`config.mk`:
```
export PLATFORM = sky130hd
export DESIGN_NAME = selective_repeat_send_window
export DESIGN_NICKNAME = d
export VERILOG_FILES = /design/src/hdl/srsw_pkg.sv /design/src/hdl/srsw_ram.sv /design/src/hdl/srsw_obuf.sv /design/src/hdl/selective_repeat_send_window.sv
export VERILOG_INCLUDE_DIRS = /design/src /design/src/hdl
export SDC_FILE = /design/constraint.sdc
export NUM_CORES = 1
export LEC_CHECK = 0
export BUFFER_PORTS_ARGS = -buffer_cell sky130_fd_sc_hd__buf_2
export CAP_MARGIN = 25
export CORE_MARGIN = 4
export CORE_UTILIZATION = 50
export DETAILED_ROUTE_END_ITERATION = 6
export PLACE_DENSITY = 0.67
export SLEW_MARGIN = 25
export SYNTH_ARGS = -nofsm -noshare
export SYNTH_HDL_FRONTEND = slang
export SYNTH_SLANG_ARGS = --single-unit
```
`constraint.sdc`:
```
create_clock -name clk -period 8.7 [get_ports clk]
set_clock_uncertainty 0.15 [all_clocks]
set_input_delay 2.175 -clock clk [delete_from_list [all_inputs] [get_ports clk]]
set_output_delay 2.175 -clock clk [all_outputs]
set_load 0.005 [all_outputs]
```
`src/hdl/selective_repeat_send_window_assert.svh`:
```
`ifndef SELECTIVE_REPEAT_SEND_WINDOW_ASSERT_SVH
`define SELECTIVE_REPEAT_SEND_WINDOW_ASSERT_SVH

// same-cycle implication, checked outside reset
`define SRSW_ASSERT_NOW(lbl, ante, cons) \
	lbl: assert property (@(posedge clk) disable iff (!arst_n) (ante) |-> (cons)) \
		else $error("send window check failed");

// next-cycle implication, checked outside reset
`define SRSW_ASSERT_NEXT(lbl, ante, cons) \
	lbl: assert property (@(posedge clk) disable iff (!arst_n) (ante) |=> (cons)) \
		else $error("send window check failed");

`endif

```
`src/hdl/srsw_pkg.sv`:
```
package srsw_pkg;

	localparam int SEQ_BITS = 32;
	localparam logic [SEQ_BITS-1:0] SEQ_MAX = '1;

	typedef enum logic [1:0] {
		REQ_STORE,
		REQ_GET,
		REQ_REMOVE,
		REQ_REMOVE_TO
	} req_t;

	typedef enum logic [1:0] {
		STAT_OK,
		STAT_OUTSIDE,
		STAT_OCCUPIED,
		STAT_EMPTY
	} status_t;

	typedef enum logic [2:0] {
		S_IDLE,
		S_EXEC,
		S_WALK,
		S_SLIDE,
		S_FIN,
		S_SCAN,
		S_EMIT
	} fsm_t;

	typedef struct packed {
		status_t status;
		logic    handle_valid;
		logic    has_room;
		logic    is_empty;
		logic    last;
	} res_flags_t;

endpackage

```
`src/hdl/srsw_ram.sv`:
```
module srsw_ram #(
	parameter int WIDTH = 16,
	parameter int DEPTH = 16,
	localparam int AW = (DEPTH > 1) ? $clog2(DEPTH) : 1
) (
	input  logic             clk,
	input  logic             we,
	input  logic [AW-1:0]    waddr,
	input  logic [WIDTH-1:0] wdata,
	input  logic             re,
	input  logic [AW-1:0]    raddr,
	output logic [WIDTH-1:0] rdata
);

	logic [WIDTH-1:0] mem [DEPTH];

	always_ff @(posedge clk) begin
		if (we) begin
			mem[waddr] <= wdata;
		end
		if (re) begin
			rdata <= mem[raddr];
		end
	end

endmodule

```
`src/hdl/srsw_obuf.sv`:
```
module srsw_obuf import srsw_pkg::*; #(
	parameter int HANDLE_BITS = 16,
	localparam int OUT_W = ((SEQ_BITS + HANDLE_BITS + 5 + 7) / 8) * 8
) (
	input  logic                   clk,
	input  logic                   arst_n,
	input  logic                   load,
	input  res_flags_t             flags,
	input  logic [HANDLE_BITS-1:0] handle,
	input  logic [SEQ_BITS-1:0]    base,
	output logic                   ready,
	output logic                   m_tvalid,
	input  logic                   m_tready,
	output logic [OUT_W-1:0]       m_tdata,
	output logic                   m_tlast
);

	logic             vld_q;
	logic [OUT_W-1:0] data_q;
	logic             last_q;

	assign ready    = !vld_q || m_tready;
	assign m_tvalid = vld_q;
	assign m_tdata  = data_q;
	assign m_tlast  = last_q;

	always_ff @(posedge clk or negedge arst_n) begin
		if (!arst_n) begin
			vld_q <= 1'b0;
		end else if (load) begin
			vld_q <= 1'b1;
		end else if (m_tready) begin
			vld_q <= 1'b0;
		end
	end

	always_ff @(posedge clk) begin
		if (load) begin
			data_q <= OUT_W'({base, flags.is_empty, flags.has_room, flags.handle_valid,
				handle, flags.status});
			last_q <= flags.last;
		end
	end

endmodule

```
`src/hdl/selective_repeat_send_window.sv`:
```
// channel  dir  handshake           payload
// s_*      in   s_tvalid/s_tready   s_tuser: req_type; s_tdata: seq_num, buf_handle
// m_*      out  m_tvalid/m_tready   m_tdata: status..base_seq; m_tlast: last_of_run
//
// Store and get step through accept, slot lookup and result.
// Remove one, when the slot is held, adds a slide of the base over empty slots (at most WINDOW).
// Remove-to walks one slot a cycle (at most WINDOW slots), slides, then scans the freed
// slots, reading each freed handle from the handle RAM and stepping over the other slots.
// Reset clears base, highest and the slot valid bits at once; handle RAM is not cleared.
// A result waits in the output register while the next item is accepted.
`include "selective_repeat_send_window_assert.svh"

module selective_repeat_send_window import srsw_pkg::*; #(
	parameter int WINDOW = 16,
	parameter int HANDLE_BITS = 16,
	localparam int IN_W = ((SEQ_BITS + HANDLE_BITS + 7) / 8) * 8,
	localparam int OUT_W = ((SEQ_BITS + HANDLE_BITS + 5 + 7) / 8) * 8
) (
	input  logic             clk,
	input  logic             arst_n,
	input  logic             s_tvalid,
	output logic             s_tready,
	input  logic [IN_W-1:0]  s_tdata,  // seq_num, buf_handle
	input  logic [1:0]       s_tuser,  // req_type
	output logic             m_tvalid,
	input  logic             m_tready,
	output logic [OUT_W-1:0] m_tdata,  // status, out_handle, handle_valid, has_room,
	                                   // is_empty, base_seq
	output logic             m_tlast   // last_of_run
);

	localparam int SW = $clog2(WINDOW);
	localparam int CW = $clog2(WINDOW + 1);
	localparam logic [SW:0]   WIN_C     = (SW + 1)'(WINDOW);
	localparam logic [SW-1:0] SLOT_LAST = SW'(WINDOW - 1);
	localparam logic [CW-1:0] CNT_WIN   = CW'(WINDOW);

	fsm_t st_q, st_d;

	req_t                   req_q;
	logic [SEQ_BITS-1:0]    seq_q;
	logic [HANDLE_BITS-1:0] hin_q;

	logic [SEQ_BITS-1:0] base_q, high_q;
	logic [SW-1:0]       bslot_q;
	logic [WINDOW-1:0]   valid_q, free_q;
	logic [CW-1:0]       cnt_q, nfreed_q, nemit_q;
	logic [SW-1:0]       wslot_q, scan0_q;
	status_t             fstat_q;
	logic                fhv_q;

	// slot lookup for the addressed sequence
	logic [SEQ_BITS-1:0] diff;
	logic                in_win;
	logic [SW:0]         ssum;
	logic [SW-1:0]       s_slot;
	logic                s_valid;

	// walk / slide
	logic [SEQ_BITS:0]   walk_p, high1;
	logic                walk_stop, slide_stop;
	logic [SEQ_BITS-1:0] target, tdiff;
	logic                tgt_up;
	logic [SW:0]         tsum;
	logic [SW-1:0]       tslot, wnext, bnext;
	logic                room, empty, last_emit;

	// RAM and output stage
	logic                   ram_we, ram_re;
	logic [SW-1:0]          ram_raddr;
	logic [HANDLE_BITS-1:0] ram_rdata;
	logic                   ob_load, ob_ready;
	res_flags_t             ob_flags;
	logic [HANDLE_BITS-1:0] ob_handle;

	assign s_tready = (st_q == S_IDLE);

	assign diff    = seq_q - base_q;
	assign in_win  = (seq_q >= base_q) && (diff < SEQ_BITS'(WINDOW));
	assign ssum    = {1'b0, bslot_q} + {1'b0, diff[SW-1:0]};
	assign s_slot  = (ssum >= WIN_C) ? SW'(ssum - WIN_C) : ssum[SW-1:0];
	assign s_valid = valid_q[s_slot];

	assign high1     = {1'b0, high_q} + (SEQ_BITS + 1)'(1);
	assign walk_p    = {1'b0, base_q} + (SEQ_BITS + 1)'(cnt_q);
	assign walk_stop = (walk_p >= {1'b0, seq_q}) || (walk_p > {1'b0, high_q}) ||
		(cnt_q == CNT_WIN);

	// cumulative ack target, clamped to highest + 1 (never past the top of the space)
	assign target = ({1'b0, seq_q} <= high1) ? seq_q : high1[SEQ_BITS-1:0];
	assign tgt_up = target > base_q;
	assign tdiff  = target - base_q;
	assign tsum   = {1'b0, bslot_q} + tdiff[SW:0];
	assign tslot  = (tsum >= WIN_C) ? SW'(tsum - WIN_C) : tsum[SW-1:0];

	assign wnext = (wslot_q == SLOT_LAST) ? '0 : wslot_q + 1'b1;
	assign bnext = (bslot_q == SLOT_LAST) ? '0 : bslot_q + 1'b1;

	assign slide_stop = (base_q > high_q) || (base_q == SEQ_MAX) || valid_q[bslot_q];

	assign room  = ({1'b0, base_q} + (SEQ_BITS + 1)'(WINDOW)) > high1;
	assign empty = (({1'b0, base_q} == high1) || (base_q == '0 && high_q == '0)) &&
		!valid_q[bslot_q];
	assign last_emit = (CW'(nemit_q + 1'b1) == nfreed_q);

	always_ff @(posedge clk or negedge arst_n) begin
		if (!arst_n) begin
			st_q <= S_IDLE;
		end else begin
			st_q <= st_d;
		end
	end

	always_comb begin
		st_d      = st_q;
		ram_we    = 1'b0;
		ram_re    = 1'b0;
		ram_raddr = s_slot;
		ob_load   = 1'b0;
		ob_flags  = '{status: STAT_OK, handle_valid: 1'b0, has_room: room,
			is_empty: empty, last: 1'b1};
		ob_handle = '0;
		case (st_q)
			S_IDLE: begin
				if (s_tvalid) begin
					st_d = S_EXEC;
				end
			end
			S_EXEC: begin
				case (req_q)
					REQ_STORE: begin
						ram_we = in_win && !s_valid;
						st_d   = S_FIN;
					end
					REQ_GET: begin
						ram_re = in_win && s_valid;
						st_d   = S_FIN;
					end
					REQ_REMOVE: begin
						ram_re = in_win && s_valid;
						st_d   = (in_win && s_valid) ? S_SLIDE : S_FIN;
					end
					REQ_REMOVE_TO: begin
						st_d = S_WALK;
					end
					default: begin
						st_d = S_FIN;
					end
				endcase
			end
			S_WALK: begin
				if (walk_stop) begin
					st_d = S_SLIDE;
				end
			end
			S_SLIDE: begin
				if (slide_stop) begin
					st_d = (req_q == REQ_REMOVE_TO && nfreed_q != '0) ? S_SCAN : S_FIN;
				end
			end
			S_FIN: begin
				ob_load               = ob_ready;
				ob_flags.status       = fstat_q;
				ob_flags.handle_valid = fhv_q;
				ob_handle             = fhv_q ? ram_rdata : '0;
				if (ob_ready) begin
					st_d = S_IDLE;
				end
			end
			S_SCAN: begin
				ram_raddr = wslot_q;
				if (free_q[wslot_q]) begin
					ram_re = 1'b1;
					st_d   = S_EMIT;
				end
			end
			S_EMIT: begin
				ob_load               = ob_ready;
				ob_flags.handle_valid = 1'b1;
				ob_flags.last         = last_emit;
				ob_handle             = ram_rdata;
				if (ob_ready) begin
					st_d = last_emit ? S_IDLE : S_SCAN;
				end
			end
			default: begin
				st_d = S_IDLE;
			end
		endcase
	end

	always_ff @(posedge clk) begin
		if (st_q == S_IDLE && s_tvalid) begin
			req_q <= req_t'(s_tuser);
			seq_q <= s_tdata[SEQ_BITS-1:0];
			hin_q <= s_tdata[SEQ_BITS +: HANDLE_BITS];
		end
	end

	always_ff @(posedge clk or negedge arst_n) begin
		if (!arst_n) begin
			base_q   <= '0;
			high_q   <= '0;
			bslot_q  <= '0;
			valid_q  <= '0;
			free_q   <= '0;
			cnt_q    <= '0;
			nfreed_q <= '0;
			nemit_q  <= '0;
			wslot_q  <= '0;
			scan0_q  <= '0;
			fstat_q  <= STAT_OK;
			fhv_q    <= 1'b0;
		end else begin
			case (st_q)
				S_EXEC: begin
					case (req_q)
						REQ_STORE: begin
							fhv_q <= 1'b0;
							if (!in_win) begin
								fstat_q <= STAT_OUTSIDE;
							end else if (s_valid) begin
								fstat_q <= STAT_OCCUPIED;
							end else begin
								fstat_q         <= STAT_OK;
								valid_q[s_slot] <= 1'b1;
								if (seq_q > high_q) begin
									high_q <= seq_q;
								end
							end
						end
						REQ_GET, REQ_REMOVE: begin
							fhv_q   <= in_win && s_valid;
							fstat_q <= !in_win ? STAT_OUTSIDE :
								(!s_valid ? STAT_EMPTY : STAT_OK);
							if (req_q == REQ_REMOVE && in_win && s_valid) begin
								valid_q[s_slot] <= 1'b0;
							end
						end
						default: begin
							fstat_q  <= STAT_OK;
							fhv_q    <= 1'b0;
							cnt_q    <= '0;
							nfreed_q <= '0;
							wslot_q  <= bslot_q;
							scan0_q  <= bslot_q;
						end
					endcase
				end
				S_WALK: begin
					if (walk_stop) begin
						if (tgt_up) begin
							base_q  <= target;
							bslot_q <= tslot;
						end
					end else begin
						if (valid_q[wslot_q]) begin
							valid_q[wslot_q] <= 1'b0;
							free_q[wslot_q]  <= 1'b1;
							nfreed_q         <= nfreed_q + 1'b1;
						end
						cnt_q   <= cnt_q + 1'b1;
						wslot_q <= wnext;
					end
				end
				S_SLIDE: begin
					if (slide_stop) begin
						wslot_q <= scan0_q;
						nemit_q <= '0;
					end else begin
						base_q  <= base_q + 1'b1;
						bslot_q <= bnext;
					end
				end
				S_SCAN: begin
					if (!free_q[wslot_q]) begin
						wslot_q <= wnext;
					end
				end
				S_EMIT: begin
					if (ob_ready) begin
						free_q[wslot_q] <= 1'b0;
						wslot_q         <= wnext;
						nemit_q         <= nemit_q + 1'b1;
					end
				end
				default: begin
				end
			endcase
		end
	end

	srsw_ram #(
		.WIDTH(HANDLE_BITS),
		.DEPTH(WINDOW)
	) u_handles (
		.clk  (clk),
		.we   (ram_we),
		.waddr(s_slot),
		.wdata(hin_q),
		.re   (ram_re),
		.raddr(ram_raddr),
		.rdata(ram_rdata)
	);

	srsw_obuf #(
		.HANDLE_BITS(HANDLE_BITS)
	) u_obuf (
		.clk     (clk),
		.arst_n  (arst_n),
		.load    (ob_load),
		.flags   (ob_flags),
		.handle  (ob_handle),
		.base    (base_q),
		.ready   (ob_ready),
		.m_tvalid(m_tvalid),
		.m_tready(m_tready),
		.m_tdata (m_tdata),
		.m_tlast (m_tlast)
	);

	`SRSW_ASSERT_NEXT(a_base_mono, 1'b1, base_q >= $past(base_q))
	`SRSW_ASSERT_NOW(a_base_bound, 1'b1, {1'b0, base_q} <= high1)
	`SRSW_ASSERT_NOW(a_high_in_win, 1'b1, {1'b0, high_q} < ({1'b0, base_q} + (SEQ_BITS + 1)'(WINDOW)))
	`SRSW_ASSERT_NOW(a_emit_count, st_q == S_EMIT, nemit_q < nfreed_q)

endmodule
```
* Yosys cells after proc, flatten, opt, wreduce, memory -nomap -nowiden *
Memory sizes are Yosys's and may differ from the RTL's. A register that Yosys moved wholly into a read port is not among the register bits.
Index checks and enable logic that the tools add are counted.

storage, ports and cells
  bits in writable memories = 256
  register bits after elaboration = 234
  memories kept = 1

operators by class
  multiplexer cells = 81
  order comparisons = 16
  equality and inequality tests = 31
  $add $sub $neg = 15
  reductions and logical operators = 45
  bitwise logic cells = 9

memory list
  memory         depth  bits a word  read ports  clocked after Yosys merged registers in  wr ports  RTL line        source
  u_handles.mem  16     16           1           1                                        1         srsw_ram.sv:15  logic [WIDTH-1:0] mem [DEPTH];

operator list
  cell                     number
  $mux W16                 9
  $mux W32                 4
  $pmux W16 S2             4
  $gt A32 B32 Y1           3
  $logic_not A32 Y1        2
  $pmux W32 S2             1
  $mux W4                  13
  $and A16 B16 Y16         3
  $add A32 B1 Y33 const B  1
  $add A32 B5 Y33          1
  $add A32 B5 Y33 const B  1
  $eq A32 B33 Y1           1
  $ge A33 B32 Y1           1
  $gt A33 B32 Y1           1
  $gt A33 B33 Y1           1
  $le A32 B33 Y1           1
  $add A32 B1 Y32 const B  1
  $eq A32 B32 Y1 const B   1
  $ge A32 B32 Y1           1
  $lt A32 B5 Y1 const B    1
  $not A16 Y16             2
  $or A16 B16 Y16          2
  $sub A32 B32 Y32         1
  $mux W5                  6
  47 further kinds         135

* Longest topological paths before layout *
Gate-level depths: netlist of the first run.

  depth after elaboration = 13
  gate-level depth with buffers = 34
  mapped depth without buffers = 30

* Hierarchy *
A second synthesis of the first run with hierarchy kept.

second synthesis, totals
  cell total of the unflattened synthesis = 2,830
  area, all modules = 31,650.4 µm²

modules (own cells, without submodules)
  module                        times used  area each (µm²)  cells an instance
  selective_repeat_send_window  1           19,751.4         2,337
  srsw_ram                      1           10,203.5         432
  srsw_obuf                     1           1,695.4          61

* Worst setup path before layout of the first run *
Ideal clock, no wire load.

  kind = reg-to-reg
  from = reg high_q[0]
  to = reg bslot_q[0]
  stages on the path, launching flop included = 30
  path slack = 1.864 ns
  library setup time = 0.136 ns
  buffers on the path = 5
  arrival = 6.550 ns
  required time = 8.414 ns
  period minus slack after synthesis = 6.836 ns
  path through = dfrtp_1 -> ha_1 -> nand3_1 -> or3_1 -> clkbuf_1 -> or4_1 -> xnor2_1 -> inv_1 -> ha_1 -> a21o_1 -> a21o_1 -> a21oi_1 -> nor2_1 -> a211o_1 -> nor3_1 -> a211o_1 -> buf_1 -> clkbuf_1 -> o21ai_0 -> ha_1 -> nand4_1 -> nor2_1 -> nand3_1 -> or3_1 -> o41a_1 -> o2bb2ai_1 -> nand2_1 -> clkbuf_1 -> buf_1 -> o21ai_0

on the way
  longest elaborated chain between the ends = 10
  elaborated cells between the ends (all ways) = 22

RTL lines
  element                                        RTL line                             source
  start, declared                                selective_repeat_send_window.sv:44   logic [SEQ_BITS-1:0] base_q, high_q;
  start signal, assigned                         selective_repeat_send_window.sv:228  high_q <= seq_q;
  $add A32 B1 Y33                                selective_repeat_send_window.sv:84   assign high1 = {1'b0, high_q} + (SEQ_BITS + 1)'(1);
  $le A32 B33 Y1                                 selective_repeat_send_window.sv:90   assign target = ({1'b0, seq_q} <= high1) ? seq_q : high1[SEQ_BITS-1:0];
  $mux W32                                       selective_repeat_send_window.sv:90
  $sub A5 B5 Y5                                  selective_repeat_send_window.sv:92   assign tdiff = target - base_q;
  $add A4 B5 Y5                                  selective_repeat_send_window.sv:93   assign tsum = {1'b0, bslot_q} + tdiff[SW:0];
  $sub A4 B1 Y4 or $ge A5 B5 Y1 (tied branches)  selective_repeat_send_window.sv:94   assign tslot = (tsum >= WIN_C) ? SW'(tsum - WIN_C) : tsum[SW-1:0];
  $mux W4                                        selective_repeat_send_window.sv:94
  $mux W4                                        selective_repeat_send_window.sv:252  if (tgt_up) begin
  $mux W4                                        selective_repeat_send_window.sv:251  if (walk_stop) begin
  $pmux W4 S2                                    selective_repeat_send_window.sv:215  case (st_q)
  end signal, assigned                           selective_repeat_send_window.sv:254  bslot_q <= tslot;
  end signal, assigned                           selective_repeat_send_window.sv:272  bslot_q <= bnext;
  end, declared                                  selective_repeat_send_window.sv:45   logic [SW-1:0] bslot_q;

Parallel ways exist; a longest one is shown, timed or not. The select of a mux whose other input is x is not followed.
A chain may end at the register's enable or synchronous reset.

* Final worst setup path of the first run *
  from = reg high_q[0]
  to = reg base_q[18]

on the way
  longest elaborated chain between the ends = 6
  elaborated cells between the ends (all ways) = 17

RTL lines
  element                                                      RTL line                                                                 source
  $add A32 B1 Y33                                              selective_repeat_send_window.sv:84
  $le A32 B33 Y1                                               selective_repeat_send_window.sv:90
  $mux W32                                                     selective_repeat_send_window.sv:90
  $gt A32 B32 Y1 or $mux W32 (tied branches)                   selective_repeat_send_window.sv:91, selective_repeat_send_window.sv:252
  $ne A2 B2 Y1 (no line) or $mux W32 (tied branches)           --
  $reduce_and A4 Y1 (no line) or $pmux W32 S2 (tied branches)  --
  end signal, assigned                                         selective_repeat_send_window.sv:253                                      base_q <= target;
  end signal, assigned                                         selective_repeat_send_window.sv:271                                      base_q <= base_q + 1'b1;
  end, declared                                                selective_repeat_send_window.sv:44

Parallel ways exist; a longest one is shown, timed or not. The select of a mux whose other input is x is not followed.

==> impl_metrics.ini, run 1 <==
[sta]
slew-limit-headroom = 0.2013
rsz0062_at_grt = false
max_slew.worst_pin.slew_ns = 1.168
max_freq_ghz = 0.1248
maxSlewViolCount = 0
post-route-period-util = 0.9212
final_hold_viol_count = 0
fin_setup_tns_ns = 0
finalSetupViolCount = 0
min_period_ns = 8.014

[clock_network]
cts-htree-levels = 2
holdBufCountCts = 0
clock_path_buffers = 3
cts_tree = built
cts_resized = 0
clkLatencyLatePin_ns = 0.64
post_cts_buffers = 0
cts_buffers = 55
clk_pin_slew_ns = 0.06
cts-root-buf = clkbuf_16
clock-sinks = 506

[routing]
drt-initial-drc-count = 3129
routed_wl_mm = 110.2
vias_per_cell = 6.472
drc_errors = 0
wire_per_inst_um = 27.06
ant_nets = 0
drtPass1Iterations = 5
num_vias = 26361

[logic_synthesis]
yosys_warnings = 0
synthCells = 3111
yosys.area.top_type = edfxtp_1
synth_top_area_frac = 0.3527
syn_area_mm2 = 0.03201
synth-edff-count = 376
synth-seq-area-share = 0.4543
synth.distinct_cells = 93
avgSynthCellArea_um2 = 10.29
synth_ff_type = edfxtp_1
ys_ff_latch = 506
ys_top_cells_by_area = edfxtp_1, ha_1, dfrtp_1, nand2_1, xnor2_1
synth-async-reset-ratio = 0.2569

[floorplanning]
ioPinCount = 113
core_mm2 = 0.06320
start_util = 0.5066
die_w_um = 261.0
core.rowCount = 92
die_y_um = 261.0
dieArea_mm2 = 0.06814

[setup_path]
reg2reg_depth = 26
crit_fanout = 32
required_ns = 9.04
cp_num_cells = 26
critPathKind = flip-flop to flip-flop
cp-startpoint = high_q[0]
slowest_stage = or3_1
cp_top_family = simple AND/OR/NAND/NOR gates
worstSetupEndpointType = flip-flop
rr_startpoint = high_q[0]
crit_buf_inv = 2
cp_data_arrival_time_ns = 8.35
max_stage_delay_ns = 0.60
startpoint_type = flip-flop

[job]
drv_cap = 0

[place]
placed_area_mm2 = 0.03357
dp_hpwl_mm = 80.46
io_buffers = 109
gp_congestion = 1.003

[grt]
grt_pass1_wl_mm = 163.0
antenna_found_initial = 6
grt_max_degree = 109
grt_pass1_vias = 25276
grt.total_usage = 0.3173
grt_overflow = 0

[finish]
fin_util = 0.5631
post-route-cell-area_mm2 = 0.03558
drive_gt1_frac = 0.1125
area_delta_synth_final_pct = 11.16
final_nets = 3524

[power_and_ir_drop]
power_density_mw_per_mm2 = 410.5
max-vdd-ir-drop_uv = 614.0
power_leakage_nw = 13.36

[outcome]
status = complete, no violations

[worst_hold_path]
min_path_type = flip-flop to flip-flop
whs_path_depth = 2
min_from = fhv_q
-- metrics by stage --
step	cells	setup slack, ns	hold slack (ns)	power (mW)
global route	4072	0.3677	0.3577	15.52
finish	4073	0.6856	0.3376	14.61
global placement	3967	1.208	0.3045	11.65
floorplan	3113	1.864	0.2907	9.262
CTS	4072	0.9566	0.3352	14.45
detailed placement	3968	1.021	0.3190	11.85
-- logic make-up (layout without fill, tap and decap cells) --
kind of cell,Yosys count,in the layout,share of synthesized area
AOI/OAI and AO/OA,794,794,0.1642
xor gates and xnor gates,146,146,0.03995
adders and majority gates,291,291,0.1151
buffers and inverters,315,428,0.03944
DFF,506,506,0.4543
muxes,89,89,0.03647
other,1,4,0.0001171
and+or+nand+nor,969,969,0.1504
-- synth_stat cells (7+ instances only) --
library cell	n
a311oi_1	35
nand4b_1	7
inv_1	145
a211o_1	10
mux4_2	20
o211ai_1	23
nor2_1	175
o21a_1	19
o21ai_0	147
nand2b_1	29
nor2b_1	33
a211oi_1	94
and3_1	11
o2111ai_1	9
and4_1	8
nor4_1	33
and2_0	15
nand3_1	96
buf_4	7
clkinv_1	7
clkbuf_1	134
a31oi_1	68
mux2i_1	48
ha_1	285
edfxtp_1	376
nor3_1	42
or2_2	11
buf_2	8
a21o_1	78
xnor2_1	126
or4_1	8
and2_1	78
nand4_1	84
a21oi_1	191
xor2_1	20
or3_1	10
o31ai_1	23
dfrtp_1	130
buf_1	8
o22ai_1	9
nand2_1	303
mux2_2	21
-- power breakdown --
part,internal (mW),switching [mW],total [mW]
Clock,1.54,1.03,2.57
Combinational,2.91,5.31,8.22
Sequential,3.14,0.677,3.81
-- cell type report --
type	instances	area, um2
diodes	1	2.502
multi-input cells	2292	16360
well taps	846	1059
fillers	5389	27610
inverters	152	570.5
repair buffers	172	1049
flip-flops and latches	506	14540
clock buffers	66	1478
clock inverters	38	523.0
-- cell usage in the layout, fill, tap and decap left out, types with 68 or more instances in the layout --
master,synthesis,layout
a211oi_1,94,94
a21o_1,78,77
a21oi_1,191,189
a31oi_1,68,68
and2_1,78,76
buf_2,8,108
dfrtp_1,130,130
edfxtp_1,376,376
ha_1,285,285
inv_1,145,145
nand2_1,303,303
nand3_1,96,96
nand4_1,84,84
nor2_1,175,157
o21ai_0,147,147
xnor2_1,126,126
-- path summary, 6_finish.rpt --
check / end / slack, ns
max reg2reg: base_q[18] / 0.69
min: fhv_q / 0.34
max: base_q[18] / 0.69
min reg2reg: fhv_q / 0.34
min in group asynchronous: high_q[19] / 1.44
max in group asynchronous: base_q[26] / 5.45
-- flip-flops by register name, indices dropped and copies added (netlist names), named ones only --
| signal | cells |
|---|---|
| nemit_q | 5 |
| fstat_q | 2 |
| bslot_q | 4 |
| u_obuf.m_tvalid | 1 |
| scan0_q | 4 |
| hin_q | 16 |
| base_q | 32 |
| seq_q | 32 |
| cnt_q | 5 |
| u_handles.mem | 256 |
| fhv_q | 1 |
| st_q | 3 |
| req_q | 2 |
| u_obuf.m_tlast | 1 |
| u_handles.rdata | 16 |
| nfreed_q | 5 |
| wslot_q | 4 |
| high_q | 32 |
| u_obuf.m_tdata | 53 |
-- routing by layer --
layer,vias up,GRT usage,part of all wire
met4,6,0.1096,0.039
li1,11762,-,-
met1,12952,0.4604,0.42
met3,240,0.06711,0.10
met2,1401,0.4747,0.43
met5,-,0,0.00031
-- worst register-to-register path: cells and delay by family (launching register included) --
family          cells  cell delay [ns]
fa+ha+maj           3             0.97
xor+xnor            1             0.36
simple gates       10             2.87
buf+inv             2             0.36
flops               1             0.56
compound gates     10             2.61
Power figures use the tool's default switching activity.
==> run 2: changes to the inputs <==
Settings changed: CORE_UTILIZATION 50 to 29, PLACE_DENSITY 0.67 to 0.43.
==> run 2 against run 1 <==
Final cell count is 16% higher. Hold slack hardly changed. Non-clock buffer count is 15 higher. Final area is 2.9% higher. Sequential share of layout area is 1.1 points lower. First-iteration DRC count is 35% lower. Via count is 4.5% lower. Clock power is 5% higher. Global-route usage is 11 points lower. Core utilization is 23 points lower. Critical path depth stayed put. Die area is 70% higher. Critical endpoint is now base_q[31].
==> impl_metrics.ini, run 2 (synthesis gave the netlist of run 1 again) <==
[routing]
drc_errors = 0
wire_per_inst_um = 25.63
vias_per_cell = 5.323
num_vias = 25172
routed-wl-met2_mm = 54.92
drt-initial-drc-count = 2031
top_layer = met4
drtPass1Iterations = 5
wl_met3_mm = 6.395
routed_wl_mm = 121.2
ant_nets = 0
drt-met1-wl_mm = 55.15

[sta]
fin_setup_tns_ns = 0
final_hold_viol_count = 0
min_period_ns = 7.804
hold-worst-slack_ns = 0.3377
finalSetupViolCount = 0
max_freq_ghz = 0.1281
max_slew.worst_pin.slew_ns = 1.110
rsz0062_at_grt = false
slew-limit-headroom = 0.2585
post-route-period-util = 0.8970
maxSlewViolCount = 0
layout_setup_ws_ns = 0.8958

[setup_path]
critPathKind = flip-flop to flip-flop
cp_common_cell = a21oi_1
required_ns = 9.13
crit_fanout = 38
slowest_stage = and2_1
startpoint_type = flip-flop
cp_data_arrival_time_ns = 8.24
worstSetupEndpointType = flip-flop
max_stage_delay_ns = 0.72

[finish]
fin_util = 0.3353
multi_input_area_mm2 = 0.01632
largest_register_ffs = 256
instances_no_fill = 4729
final_nets = 3545
area_delta_synth_final_pct = 14.34
seqCellArea_mm2 = 0.01454
drive_gt1_frac = 0.1187
fill_cells = 11132
largest-register = u_handles.mem
final_cell_mix = edfxtp_1, nand2_1, ha_1
final_common_cell = edfxtp_1
post-route-cell-area_mm2 = 0.03660

[clock_network]
cts-htree-levels = 2
holdBufCountCts = 0
clkLatencyLatePin_ns = 0.68
cts-root-buf = clkbuf_16
post_cts_buffers = 0
cts_resized = 0
clk_pin_slew_ns = 0.06
clock-sinks = 506
cts_buffers = 61
clock_path_buffers = 3
cts_tree = built

[place]
gp_congestion = 0.9525
placed_area_mm2 = 0.03444
place_ws_ns = 0.9447
io_buffers = 109
dp_cells = 4612
dp_hpwl_mm = 87.61

[worst_hold_path]
min_path_type = flip-flop to flip-flop

[grt]
grt_overflow = 0
antenna_found_initial = 4
grt.total_usage = 0.2037
grt_pass1_vias = 24594
grt_max_degree = 129
grt_pass1_wl_mm = 176.2

[power_and_ir_drop]
p_sw_mw = 7.335
intPower_mw = 7.712
p_sw_frac = 0.4875
power_density_mw_per_mm2 = 411.1
p_clk_frac = 0.179
p_comb_frac = 0.577
seqPwrFrac = 0.244
power_leakage_nw = 13.50
max-vdd-ir-drop_uv = 608.5
power.total_mw = 15.05

[floorplanning]
ioPinCount = 113
die_y_um = 340.2
start_util = 0.2933
die_w_um = 340.2
core_mm2 = 0.1092
dieArea_mm2 = 0.1158
core.rowCount = 121

[job]
drv_cap = 0

[outcome]
status = complete, no violations
-- run 2: critical path: cells and delay by family (launching register included) --
kind,cells,cell delay (ns)
AOI/OAI and AO/OA,10,2.32
adders and majority gates,2,0.65
and+or+nand+nor,11,3.40
xor gates and xnor gates,1,0.27
buffers and inverters,2,0.44
DFF,1,0.46
-- run 2: worst paths after layout --
path	from	end	slack, ns	depth (start not counted)
max	high_q[2]	base_q[31]	0.90	26
min	fhv_q	fhv_q	0.34	2
max reg2reg	high_q[2]	base_q[31]	0.90	26
min reg2reg	fhv_q	fhv_q	0.34	2
max in group asynchronous	arst_n	asynchronous set/reset pin	5.80	2
min in group asynchronous	arst_n	high_q[24]	1.34	1
-- run 2: cell type report --
class	instances	share of cell area
Multi-Input combinational cell	2292	0.4460
Sequential cell	506	0.3973
Tap cell	1476	0.05045
Inverter	152	0.01559
Antenna cell	2	0.0001367
Timing Repair Buffer	187	0.03220
Clock inverter	34	0.01162
Clock buffer	80	0.04669
-- run 2: power by group through the flow --
| stage | Clock (mW) | Combinational (mW) | Sequential, mW |
|---|---|---|---|
| 4_1_cts | 2.78 | 8.70 | 3.68 |
| 5_1_grt | 2.88 | 9.53 | 3.72 |
| 3_5_place_dp | 0 | 8.64 | 3.72 |
| 6_report | 2.70 | 8.68 | 3.67 |
| 2_1_floorplan | 0 | 5.83 | 3.43 |
| 3_3_place_gp | 0 | 8.69 | 3.73 |
-- run 2: metal layers --
metal | GRT usage | up-vias
li1 | - | 11827
met1 | 0.2830 | 12353
met2 | 0.3250 | 799
met3 | 0.02607 | 193
met4 | 0.07461 | 0
met5 | 0 | -
